## src/i2cm_pkg.sv

```systemverilog
// Shared types and constants for the I2C master register controller.
// No dependencies.
package i2cm_pkg;

    typedef enum logic [2:0] {
        ACT_NONE  = 3'd0,
        ACT_START = 3'd1,
        ACT_SEND  = 3'd2,
        ACT_RECV  = 3'd3,
        ACT_STOP  = 3'd4
    } t_action;

    localparam logic       OP_READ   = 1'b0;
    localparam logic       OP_WRITE  = 1'b1;

    localparam logic [4:0] ADDR_CTL  = 5'd0;
    localparam logic [4:0] ADDR_STAT = 5'd4;
    localparam logic [4:0] ADDR_OWN  = 5'd8;
    localparam logic [4:0] ADDR_DATA = 5'd12;

    localparam int CTL_ACKEN = 7;
    localparam int CTL_IRQEN = 5;
    localparam int CTL_PEND  = 4;
    localparam int ST_MODE   = 7;
    localparam int ST_TX     = 6;
    localparam int ST_START  = 5;
    localparam int ST_RXTX   = 4;
    localparam int ST_NACK   = 0;

    localparam logic [7:0] CTL_WR_KEEP = 8'hef;

    typedef struct packed {
        logic       operation;
        logic [4:0] reg_addr;
        logic [7:0] write_value;
        logic       target_ack;
        logic [7:0] target_byte;
    } t_item;

    typedef struct packed {
        logic [7:0] read_data;
        t_action    bus_action;
        logic [7:0] bus_byte;
        logic       bus_read_dir;
        logic       bus_nack_out;
        logic       irq_raise;
    } t_result;

endpackage

```

## src/i2cm_in_reg.sv

```systemverilog
// Input register stage: captures one register access transaction.
// Depends on i2cm_pkg.
module i2cm_in_reg (
    input  logic            i_clk,
    input  logic            i_rst_n,
    input  logic            i_valid,
    output logic            o_stall,
    input  logic            i_operation,
    input  logic [4:0]      i_reg_addr,
    input  logic [7:0]      i_write_value,
    input  logic            i_target_ack,
    input  logic [7:0]      i_target_byte,
    input  logic            i_take,
    output logic            o_valid,
    output i2cm_pkg::t_item o_item
);
    import i2cm_pkg::*;

    logic  r_vld, n_vld;
    t_item r_item;
    logic  load;

    assign load    = !r_vld || i_take;
    assign o_stall = !load;
    assign n_vld   = load ? i_valid : r_vld;
    assign o_valid = r_vld;
    assign o_item  = r_item;

    always_ff @(posedge i_clk) begin
        if (!i_rst_n) begin
            r_vld <= 1'b0;
        end else begin
            r_vld <= n_vld;
        end
    end

    always_ff @(posedge i_clk) begin
        if (load && i_valid) begin
            r_item <= '{operation:   i_operation,
                        reg_addr:    i_reg_addr,
                        write_value: i_write_value,
                        target_ack:  i_target_ack,
                        target_byte: i_target_byte};
        end
    end

endmodule

```

## src/i2cm_core.sv

```systemverilog
// Register file, flags and master engine; one transaction per fire.
// Depends on i2cm_pkg.
module i2cm_core (
    input  logic              i_clk,
    input  logic              i_rst_n,
    input  logic              i_fire,
    input  i2cm_pkg::t_item   i_item,
    output i2cm_pkg::t_result o_result
);
    import i2cm_pkg::*;

    logic [7:0] r_ctl, n_ctl;
    logic [7:0] r_stat, n_stat;
    logic [7:0] r_data, n_data;
    logic [6:0] r_own, n_own;
    logic       r_busy, n_busy;
    logic       r_sreq, n_sreq;
    t_result    res;
    logic       run, stop, do_start, ack;

    always_comb begin
        n_ctl    = r_ctl;
        n_stat   = r_stat;
        n_data   = r_data;
        n_own    = r_own;
        n_busy   = r_busy;
        n_sreq   = r_sreq;
        res      = '0;
        run      = 1'b0;
        stop     = 1'b0;
        do_start = 1'b0;
        ack      = 1'b1;

        if (i_item.operation == OP_READ) begin
            unique case (i_item.reg_addr)
                ADDR_CTL:  res.read_data = r_ctl;
                ADDR_STAT: res.read_data = r_stat & ~(8'h01 << ST_START);
                ADDR_OWN:  res.read_data = {1'b0, r_own};
                ADDR_DATA: res.read_data = r_data;
                default:   res.read_data = 8'h00;
            endcase
        end else begin
            unique case (i_item.reg_addr)
                ADDR_CTL: begin
                    n_ctl = (r_ctl | CTL_WR_KEEP) & i_item.write_value;
                    run   = r_busy || !n_ctl[CTL_PEND];
                end
                ADDR_STAT: begin
                    n_stat = {i_item.write_value[7:4], r_stat[3:0]};
                    if (n_stat[ST_START]) begin
                        n_sreq = 1'b1;
                    end
                    run = 1'b1;
                end
                ADDR_OWN: n_own = i_item.write_value[6:0];
                ADDR_DATA: begin
                    n_data = i_item.write_value;
                    n_busy = 1'b1;
                end
                default: ;
            endcase
        end

        if (run && !n_ctl[CTL_PEND] && n_stat[ST_MODE] && n_stat[ST_RXTX]) begin
            stop     = !n_stat[ST_START];
            do_start = n_sreq && n_stat[ST_START];
            if (do_start) begin
                n_busy = 1'b1;
            end
            n_sreq = 1'b0;
            if (n_busy) begin
                if (do_start) begin
                    res.bus_action   = ACT_START;
                    res.bus_byte     = {1'b0, n_data[7:1]};
                    res.bus_read_dir = !n_stat[ST_TX];
                    ack              = i_item.target_ack;
                end else if (stop) begin
                    res.bus_action = ACT_STOP;
                end else if (n_stat[ST_TX]) begin
                    res.bus_action = ACT_SEND;
                    res.bus_byte   = n_data;
                    ack            = i_item.target_ack;
                end else begin
                    res.bus_action   = ACT_RECV;
                    n_data           = i_item.target_byte;
                    res.bus_nack_out = !n_ctl[CTL_ACKEN];
                end

                if (!n_stat[ST_START]) begin
                    n_busy = 1'b0;
                end else begin
                    n_stat[ST_NACK] = !ack;
                    if (!ack) begin
                        n_busy = 1'b0;
                    end
                    n_ctl[CTL_PEND] = 1'b1;
                    res.irq_raise   = n_ctl[CTL_IRQEN];
                end
            end
        end
    end

    assign o_result = res;

    always_ff @(posedge i_clk) begin
        if (!i_rst_n) begin
            r_ctl  <= '0;
            r_stat <= '0;
            r_data <= '0;
            r_own  <= '0;
            r_busy <= 1'b0;
            r_sreq <= 1'b0;
        end else if (i_fire) begin
            r_ctl  <= n_ctl;
            r_stat <= n_stat;
            r_data <= n_data;
            r_own  <= n_own;
            r_busy <= n_busy;
            r_sreq <= n_sreq;
        end
    end

endmodule

```

## src/i2c_master_register_controller_unit.sv

```systemverilog
// Top level of the I2C master register controller: input register, core, result register.
// Depends on i2cm_pkg, i2cm_in_reg, i2cm_core.
//
//  channel  handshake                  payload
//  in       i_in_valid / o_in_stall    i_operation, i_reg_addr, i_write_value,
//                                      i_target_ack, i_target_byte
//  out      o_out_valid / i_out_stall  o_read_data, o_bus_action, o_bus_byte,
//                                      o_bus_read_dir, o_bus_nack_out, o_irq_raise
//
// Results are registered; one per cycle sustained while i_out_stall is low.
// The core state updates when a transaction moves into the result register.
// Synchronous active-low reset clears valid flags and core state; payload is not reset.
// A stalled result register holds and back-pressures the input register.
module i2c_master_register_controller_unit (
    input  logic       i_clk,
    input  logic       i_rst_n,
    input  logic       i_in_valid,
    output logic       o_in_stall,
    input  logic       i_operation,
    input  logic [4:0] i_reg_addr,
    input  logic [7:0] i_write_value,
    input  logic       i_target_ack,
    input  logic [7:0] i_target_byte,
    output logic       o_out_valid,
    input  logic       i_out_stall,
    output logic [7:0] o_read_data,
    output logic [2:0] o_bus_action,
    output logic [7:0] o_bus_byte,
    output logic       o_bus_read_dir,
    output logic       o_bus_nack_out,
    output logic       o_irq_raise
);
    import i2cm_pkg::*;

    logic    item_vld;
    t_item   item;
    t_result res;
    logic    out_free, take;
    logic    r_out_vld, n_out_vld;
    t_result r_res;

    assign out_free  = !r_out_vld || !i_out_stall;
    assign take      = item_vld && out_free;
    assign n_out_vld = take || (r_out_vld && i_out_stall);

    i2cm_in_reg u_in_reg (
        .i_clk         (i_clk),
        .i_rst_n       (i_rst_n),
        .i_valid       (i_in_valid),
        .o_stall       (o_in_stall),
        .i_operation   (i_operation),
        .i_reg_addr    (i_reg_addr),
        .i_write_value (i_write_value),
        .i_target_ack  (i_target_ack),
        .i_target_byte (i_target_byte),
        .i_take        (take),
        .o_valid       (item_vld),
        .o_item        (item)
    );

    i2cm_core u_core (
        .i_clk    (i_clk),
        .i_rst_n  (i_rst_n),
        .i_fire   (take),
        .i_item   (item),
        .o_result (res)
    );

    always_ff @(posedge i_clk) begin
        if (!i_rst_n) begin
            r_out_vld <= 1'b0;
        end else begin
            r_out_vld <= n_out_vld;
        end
    end

    always_ff @(posedge i_clk) begin
        if (take) begin
            r_res <= res;
        end
    end

    assign o_out_valid    = r_out_vld;
    assign o_read_data    = r_res.read_data;
    assign o_bus_action   = r_res.bus_action;
    assign o_bus_byte     = r_res.bus_byte;
    assign o_bus_read_dir = r_res.bus_read_dir;
    assign o_bus_nack_out = r_res.bus_nack_out;
    assign o_irq_raise    = r_res.irq_raise;

endmodule

```

## config.mk

```make
export PLATFORM = sky130hd
export DESIGN_NAME = i2c_master_register_controller_unit
export DESIGN_NICKNAME = d
export VERILOG_FILES = /design/src/i2cm_pkg.sv /design/src/i2cm_in_reg.sv /design/src/i2cm_core.sv /design/src/i2c_master_register_controller_unit.sv
export SDC_FILE = /design/constraint.sdc
export NUM_CORES = 1
export LEC_CHECK = 0
export BUFFER_PORTS_ARGS = -buffer_cell sky130_fd_sc_hd__buf_4
export CAP_MARGIN = 0
export CORE_MARGIN = 2
export CORE_UTILIZATION = 50
export DETAILED_ROUTE_END_ITERATION = 8
export PLACE_DENSITY = 0.78
export SLEW_MARGIN = 20
export SYNTH_ARGS = -nofsm -noshare
export SYNTH_HDL_FRONTEND = slang
export SYNTH_SLANG_ARGS = --single-unit
export TNS_END_PERCENT = 100
```

## constraint.sdc

```tcl
create_clock -name i_clk -period 2.29 [get_ports i_clk]
set_input_delay 0.3435 -clock i_clk [delete_from_list [all_inputs] [get_ports i_clk]]
set_output_delay 0.3435 -clock i_clk [all_outputs]
set_load 0.1 [all_outputs]
```

==> out/qor.csv, run 1 <==
metric,value,unit
status,finished clean,
Crit Path Category,register to register,
largest net degree at the start of global routing,24,
Async SR Flop Fraction,0,
Placed Cells,445,
port bufs,50,
most frequent cells in the layout,"buf_4 (71), edfxtp_1 (45), nor2_1 (36), dfxtp_1 (31), mux2i_1 (21)",
Fin. Hold Viols,0,
vias in the first global route,2425,
Final setup viols,0,
VDD IR max,0.3938,mV
Core Area,0.006794,sq mm
final instance area,0.004303,sq mm
Die Wd,87.60,um
Routed Antenna Nets,0,
Worst Path Required,2500,ps
FF-to-FF End,o_bus_byte[7],
mux contribution to synthesized area,0.1343,
Worst setup endpoint,o_bus_byte[7],
CP Capture Type,register,
final RePlAce weighted congestion,0.9067,
area delta synth->final,23.13,%
initial antenna violation count,0,
Worst-path clk slew,80,ps
Max Slew Vio Count,0,
Leakage,1.775,nW
"commonest non-fill, non-tap cell in the layout",buf_4,
"reg-to-reg slack, setup",70,ps
ys flop type,edfxtp_1,
CTS tree,done,
Min-Delay Path Class,input port to register,
Post-Synth Adder-Cell Area,0,
"Arr. time, crit path",2430,ps
cts bufs inserted,9,
Synth Instances,293,
HPWL Detailed,5530,um
combinational family with the most area after synthesis,simple AND/OR/NAND/NOR gates,
CTS Buffer Depth,2,
RSZ-0062 raised after global routing,yes,
"Clk Latency, worst-skew pair",340,ps
Post-DP Area,0.004116,sq mm
Rows,30,
Root Driver,clkbuf_8,
post-route clock skew,8.727,ps
fillers,533,
Compound-Gate Fraction of Synth Area,0.1310,
TNS Setup,0,ps
Yosys warning count,0,
first-pass GRT wire length,12170,um
"Seq/Total Area, Yosys",0.5700,
Netlist cell types,45,
clk sinks,77,
worst setup path startpoint,u_in_reg.o_item[18],
# H-tree levels,3,
Die ar.,0.007674,sq mm
GRT Total Usage,0.2103,
Avg Inst Size Synth,11.93,sq um
IO Pins,51,
Setup WS pre-CTS,-36.69,ps
vias,2615,
actual slew at the worst max-slew pin,603.2,ps
die height,87.60,um
xor/xnor cell area share of the yosys netlist,0,
fraction of layout instances using a drive strength above 1,0.3361,
Final min period,2217,ps
final instance count without filler cells,462,
Mapped Nets,320,
initial core utilization,0.5144,
Setup WS post-layout,73.03,ps
ant diodes,0,
1st-iter DRT viols,209,
post-synthesis cell area,0.003495,sq mm
maxcap violations,0,
Slew HR,0.5970,
Simple-Gate Fraction of Synth Area,0.1371,
PD cells,627.2,mW/mm^2
DRC,0,
fin nets,388,
Reg2Reg Depth,5,
top fanout value on the critical path,4,
First-pass DRT Iterations,5,
wire per inst,16.61,um
synthesis-stage register bit count,77,
total gr overflow,0,
DR vias/cell,5.660,
Post-synth EDFFs,45,
Fmax,451.1,MHz
FF-to-FF Start,u_in_reg.o_item[18],
Worst setup SP type,register,
period utilization,0.9681,
final WL,7672,um
## critical path: stages (launching register included)
cell and delay, ps:
edfxtp_1 420, or4b_4 570, or3_4 410, a211o_1 280, and3b_1 270, and2_1 140
## stage by stage
stage | hold WS (ps) | total power (W) | util
after floorplan | 434.9 | 0.001752 | -
after global placement | 457.9 | 0.001853 | 0.6059
after detailed placement | 477.1 | 0.001858 | 0.6059
after CTS | 164.9 | 0.002708 | 0.6313
after global routing | 153.9 | 0.002796 | 0.6333
final | 178.4 | 0.002699 | 0.6333
## worst min path at each step
stage,to,cells after the start,startpoint
2_1_floorplan,u_core.r_stat[0],2,u_core.r_stat[0]
3_3_place_gp,o_out_valid,2,u_in_reg.o_valid
3_5_place_dp,u_core.r_stat[0],2,u_core.r_stat[0]
4_1_cts,u_in_reg.o_item[20],1,i_reg_addr[3]
5_1_grt,u_in_reg.o_item[22],1,i_operation
6_report,u_in_reg.o_item[22],1,i_operation
## timing repair
item | 4_1_cts | 5_1_grt
resized for setup | 2 | 3
endpoints found under the setup margin | 14 | 15
pin swaps | 0 | 1
hold buffers | 0 | 0
buffers inserted | 0 | 1
## final cells by class
class	count	area [sq um]	area share
Tap cell	96	120.1	0.02792
Timing Repair Buffer	73	573.1	0.1332
Clock inverter	4	26.28	0.006106
Multi-Input combinational cell	194	1433	0.3329
Clock buffer	12	135.1	0.03140
Sequential cell	77	1993	0.4632
Inverter	6	22.52	0.005234
## cell families (layout without fill, tap and decap cells)
family	after synthesis	count (layout)
and+or+nand+nor	92	92
AOI/OAI and AO/OA	61	61
muxes	41	41
buffers and inverters	22	95
DFF	77	77
## cell usage after synthesis (3+ instances only)
library cell,n,area [sq um]
a211oi_1,12,90.09
a21oi_1,8,40.04
a22o_1,7,61.31
a22oi_1,4,30.03
and3_1,3,18.77
clkbuf_1,12,45.04
dfxtp_1,32,640.6
edfxtp_1,45,1351
inv_1,4,15.01
mux2_2,17,191.4
mux2i_1,21,210.2
mux4_2,3,67.56
nand2_1,15,56.30
nand3_1,7,35.03
nand4_1,3,18.77
nor2_1,36,135.1
nor2b_1,7,43.79
nor3_2,3,30.03
o211a_1,9,90.09
o211ai_1,7,52.55
o21ai_0,6,30.03
## where the power goes
group	internal [W]	switching [W]	total, W
logic	0.0000888	0.000203	0.000292
clock network	0.000393	0.000476	0.000869
registers	0.00151	0.0000307	0.00154
## state kept, by name (all words and copies together) (netlist names)
register / cells
u_core.r_stat: 5
o_irq_raise: 1
u_in_reg.o_valid: 1
u_core.r_ctl: 8
u_core.r_busy: 1
u_core.r_data: 8
o_bus_byte: 8
u_in_reg.o_item: 23
o_bus_read_dir: 1
o_read_data: 8
o_out_valid: 1
u_core.r_sreq: 1
o_bus_nack_out: 1
o_bus_action: 3
u_core.r_own: 7
## metal layers
metal  vias up  track usage  part of all wire
met5         -            0                 0
met4         0       0.1021             0.025
met3        16      0.04147             0.070
met2       125       0.3044              0.45
met1      1229       0.3040              0.46
li1       1245            -                 -
(Power assumes the default switching activity.)
==> run 2: changes to the inputs <==
- PLACE_DENSITY: 0.78 -> 0.75
- clock period: 2.29 -> 2.9 ns (I/O delays scaled with it)
==> run 2 against run 1 <==
First-iteration DRC count shrank 33%. Critical path depth did not move. Clock-buffer cell count grew 3. Non-clock buffer count decreased by 8. Routed wire length is 1.2% lower. Clock skew is 1.2 ps lower. Sequential share of layout area rose by 1.1 points. Die area unchanged. Largest cell class unchanged.
==> out/qor.csv, run 2 (same netlist as run 1, synthesis figures left out) <==
metric,value,unit,change
period utilization,0.8882,,was 0.9681
Setup Buffers After CTS,0,,unchanged
FF-to-FF End,u_core.r_busy,,was o_bus_byte[7]
Min-Delay Path Class,input port to register,,unchanged
FF-to-FF Start,u_in_reg.o_item[21],,was u_in_reg.o_item[18]
cts bufs inserted,9,,unchanged
met3 Use GR,0.03959,,was 0.04147
Leakage,1.726,nW,was 1.775 nW
VDD IR max,0.2875,mV,was 0.3938 mV
CTS Buffer Depth,2,,unchanged
maxcap violations,0,,unchanged
hold_sp,i_target_byte[3],,was i_operation
largest net degree at the start of global routing,24,,unchanged
DR vias/cell,5.555,,was 5.660
"commonest non-fill, non-tap cell in the layout",buf_4,,unchanged
"Hold-fix buffers, CTS",0,,unchanged
ant diodes,0,,unchanged
Final min period,2576,ps,was 2217 ps
"Clk Latency, worst-skew pair",350,ps,was 340 ps
Routed Antenna Nets,0,,unchanged
Hold Crit Endpoint,u_in_reg.o_item[3],,was u_in_reg.o_item[22]
initial antenna violation count,0,,unchanged
Final setup viols,0,,unchanged
first-pass GRT wire length,12310,um,was 12170 um
final WL,7578,um,was 7672 um
Crit Path Category,register to register,,unchanged
wire per inst,16.69,um,was 16.61 um
final RePlAce weighted congestion,0.9052,,was 0.9067
Max Slew Vio Count,0,,unchanged
"Arr. time, crit path",2850,ps,was 2430 ps
grt met1 use,0.3022,,was 0.3040
total gr overflow,0,,unchanged
Fin. Hold Viols,0,,unchanged
final instance count without filler cells,454,,was 462
Reg2Reg Depth,5,,unchanged
status,finished clean,,unchanged
TNS Setup,0,ps,unchanged
most frequent cells in the layout,"buf_4 (65), edfxtp_1 (45), nor2_1 (36), dfxtp_1 (32), mux2i_1 (21)",,"was buf_4 (71), edfxtp_1 (45), nor2_1 (36), dfxtp_1 (31), mux2i_1 (21)"
initial core utilization,0.5144,,unchanged
1st-iter DRT viols,141,,was 209
First-pass DRT Iterations,4,,was 5
"reg-to-reg slack, setup",320,ps,was 70 ps
Core Area,0.006794,sq mm,unchanged
CP Capture Type,register,,unchanged
port bufs,50,,unchanged
Root Driver,clkbuf_8,,unchanged
PD cells,514.0,mW/mm^2,was 627.2 mW/mm^2
Worst-path clk slew,70,ps,was 80 ps
fin nets,380,,was 388
vias in the first global route,2440,,was 2425
actual slew at the worst max-slew pin,664.8,ps,was 603.2 ps
Placed Cells,438,,was 445
worst hold path depth,1,,unchanged
Slew HR,0.5544,,was 0.5970
Fmax,388.2,MHz,was 451.1 MHz
area delta synth->final,20.26,%,was 23.13%
GRT Total Usage,0.2172,,was 0.2103
IO Pins,51,,unchanged
GR peak layer,met2,,unchanged
utilization after layout,0.6186,,was 0.6333
Die ar.,0.007674,sq mm,unchanged
max reg flops,23,,unchanged
# H-tree levels,3,,unchanged
DRC,0,,unchanged
vias,2522,,was 2615
fraction of layout instances using a drive strength above 1,0.3045,,was 0.3361
HPWL Detailed,5399,um,was 5530 um
die height,87.60,um,unchanged
top fanout value on the critical path,13,,was 4
Worst setup SP type,register,,unchanged
Hold Worst Slack,258.5,ps,was 178.4 ps
Worst Path Required,3170,ps,was 2500 ps
post-route clock skew,7.521,ps,was 8.727 ps
RSZ-0062 raised after global routing,no,,was yes
CTS tree,done,,unchanged
met2 GRT Util,0.3292,,was 0.3044
Rows,30,,unchanged
clk sinks,77,,unchanged
Die Wd,87.60,um,unchanged
Post-CTS Resized,0,,was 2
[run 2: metrics by stage]
step | worst slack (ps) | cell area, sq um | total power, W
floorplan | 239.6 | 3497 | 0.001383
global placement | 422.6 | 4031 | 0.001458
detailed placement | 347.4 | 4031 | 0.001460
CTS | 330.6 | 4203 | 0.002178
global route | 146.8 | 4203 | 0.002242
finish | 324.2 | 4203 | 0.002160
[run 2: layout make-up]
cell class	count	area [sq um]
fillers	578	2591
flip-flops and latches	77	1992
multi-input cells	194	1409
repair buffers	65	488.0
clock buffers	15	166.4
well taps	96	120.1
inverters	6	22.52
clock inverters	1	5.005
[run 2: critical path, cell delays in order, from the launching register on]
cell      delay [ps]
edfxtp_1         390
or4b_1           700
or3_4            440
a21oi_2          450
nand4_1          280
o21ai_0          220
[run 2: report_power, final]
group          total (W)  internal (W)  switching, W
Combinational   0.000220     0.0000643      0.000156
Sequential       0.00121       0.00119     0.0000243
Clock           0.000726      0.000358      0.000367
Total            0.00216       0.00161      0.000548
[run 2: per-layer routing]
metal	vias up	wire, um
li1	1220	-
met1	1181	3544
met2	109	3442
met3	12	456
met4	0	134
met5	-	0
[run 2: how the worst max path moves through the flow]
stage                         end                 from  cells past startpoint
6_report            u_core.r_busy  u_in_reg.o_item[21]                      5
5_1_grt             u_core.r_busy  u_in_reg.o_item[21]                      5
4_1_cts             u_core.r_busy  u_in_reg.o_item[21]                      5
3_5_place_dp        u_core.r_busy  u_in_reg.o_item[21]                      5
3_3_place_gp          o_irq_raise  u_in_reg.o_item[21]                      5
2_1_floorplan  u_in_reg.o_item[0]          o_out_valid                      2
==> run 3: changes to the inputs <==
- PLACE_DENSITY: 0.75 -> 0.71
==> run 3 against run 2 <==
Power about the same. Combinational power down 2%. Sequential power about the same. Register-to-register slack worse by 30 ps. Routed wire length up 1.6%. Clock power about the same. Fmax down 1.2%. Core utilization up 0.074 points. Sequential share of layout area down 0.056 points. Non-clock buffer count unchanged.
==> out/qor.csv, run 3 (same netlist as run 1, synthesis figures left out) <==
metric,value,unit,change
sequential share of power,0.564,,was 0.562
# H-tree levels,3,,unchanged
IO Pins,51,,unchanged
status,finished clean,,unchanged
DRC,0,,unchanged
maxcap violations,0,,unchanged
Psw,0.0005608,W,was 0.0005478 W
Rows,30,,unchanged
die height,87.60,um,unchanged
Max Slew Vio Count,0,,unchanged
Clock power frac,0.336,,about the same
Routed Antenna Nets,0,,unchanged
Fmax,383.7,MHz,was 388.2 MHz
combinational share of power,0.100,,was 0.102
TNS Setup,0,ps,unchanged
fin nets,380,,unchanged
fraction of layout instances using a drive strength above 1,0.3101,,was 0.3045
ant diodes,0,,unchanged
VDD IR max,0.3396,mV,was 0.2875 mV
top fanout value on the critical path,13,,unchanged
Crit Path Category,register to register,,unchanged
most frequent cells in the layout,"buf_4 (65), edfxtp_1 (45), nor2_1 (36), dfxtp_1 (32), mux2i_1 (21)",,unchanged
Root Driver,clkbuf_8,,unchanged
Fin. Hold Viols,0,,unchanged
cts bufs inserted,9,,unchanged
final WL,7700,um,was 7578 um
vias in the first global route,2465,,was 2440
First-pass DRT Iterations,4,,unchanged
"Hold-fix buffers, CTS",0,,unchanged
post-route clock skew,8.882,ps,was 7.521 ps
total gr overflow,0,,unchanged
Final min period,2606,ps,was 2576 ps
area delta synth->final,20.41,%,was 20.26%
CP Capture Type,register,,unchanged
largest net degree at the start of global routing,27,,was 24
initial core utilization,0.5144,,unchanged
Worst Path Required,3170,ps,about the same
Worst setup SP type,register,,unchanged
final instance count without filler cells,454,,unchanged
cell-internal power,0.001600,W,was 0.001613 W
DR vias/cell,5.628,,was 5.555
Min-Delay Path Class,input port to register,,unchanged
GRT Total Usage,0.2143,,was 0.2172
HPWL Detailed,5438,um,was 5399 um
Die Wd,87.60,um,unchanged
actual slew at the worst max-slew pin,609.0,ps,was 664.8 ps
Leakage,1.728,nW,was 1.726 nW
"commonest non-fill, non-tap cell in the layout",buf_4,,unchanged
Die ar.,0.007674,sq mm,unchanged
first-pass GRT wire length,12560,um,was 12310 um
CTS tree,done,,unchanged
max reg flops,23,,unchanged
initial antenna violation count,0,,unchanged
utilization after layout,0.6193,,was 0.6186
final RePlAce weighted congestion,0.9186,,was 0.9052
vias,2555,,was 2522
period utilization,0.8987,,was 0.8882
Core Area,0.006794,sq mm,unchanged
"Clk Latency, worst-skew pair",350,ps,about the same
Slew HR,0.5940,,was 0.5544
"Arr. time, crit path",2880,ps,was 2850 ps
Sw Ratio,0.2595,,was 0.2536
Worst-path clk slew,80,ps,was 70 ps
Final setup viols,0,,unchanged
Post-CTS Resized,0,,unchanged
port bufs,50,,unchanged
clk sinks,77,,unchanged
CTS Buffer Depth,2,,unchanged
PD cells,513.5,mW/mm^2,was 514.0 mW/mm^2
Setup Buffers After CTS,0,,unchanged
wire per inst,16.96,um,was 16.69 um
Placed Cells,438,,unchanged
RSZ-0062 raised after global routing,no,,unchanged
1st-iter DRT viols,246,,was 141
run 3: cell type report:
cell class	instances	area, sq um
Fill cell	567	2586
Inverter	6	22.52
Clock buffer	11	151.4
Tap cell	96	120.1
Timing Repair Buffer	65	488.0
Clock inverter	5	25.02
Sequential cell	77	1992
Multi-Input combinational cell	194	1409
run 3: layer usage:
layer | track usage | vias to the layer above | wire length (um)
met5 | 0 | - | 0
met4 | 0.08951 | 0 | 89
met3 | 0.03487 | 9 | 474
met2 | 0.3333 | 92 | 3570
met1 | 0.2997 | 1229 | 3566
li1 | - | 1225 | -
run 3: worst paths after layout:
check | startpoint | end | slack [ps] | cells past startpoint
worst max-delay path | u_in_reg.o_item[21] | u_core.r_busy | 290 | 5
worst min-delay path | i_reg_addr[4] | u_in_reg.o_item[21] | 250 | 1
worst max register to register | u_in_reg.o_item[21] | u_core.r_busy | 290 | 5
worst min register to register | u_core.r_stat[0] | u_core.r_stat[0] | 470 | 2
run 3: critical path: stages (launching register included):
cell and delay [ps]:
edfxtp_1 400, or4b_1 700, or3_4 440, a21oi_2 470, nand4_1 290, o21ai_0 220
run 3: stage by stage:
stage / power [W] / instance area, sq um / hold slack [ps] / worst slack, ps
6_report: 0.002161 / 4208 / 254.0 / 293.7
5_1_grt: 0.002230 / 4208 / 250.2 / 161.3
4_1_cts: 0.002168 / 4208 / 251.1 / 324.6
3_5_place_dp: 0.001458 / 4031 / 460.0 / 362.4
3_3_place_gp: 0.001457 / 4031 / 452.6 / 409.7
2_1_floorplan: 0.001383 / 3497 / 434.9 / 239.6
run 3: power by group through the flow:
stage | logic (W) | clock network [W] | registers, W
after floorplan | 0.0000640 | 0 | 0.00132
after global placement | 0.000214 | 0 | 0.00124
after detailed placement | 0.000216 | 0 | 0.00124
after CTS | 0.000216 | 0.000734 | 0.00122
after global routing | 0.000227 | 0.000781 | 0.00122
final | 0.000215 | 0.000727 | 0.00122
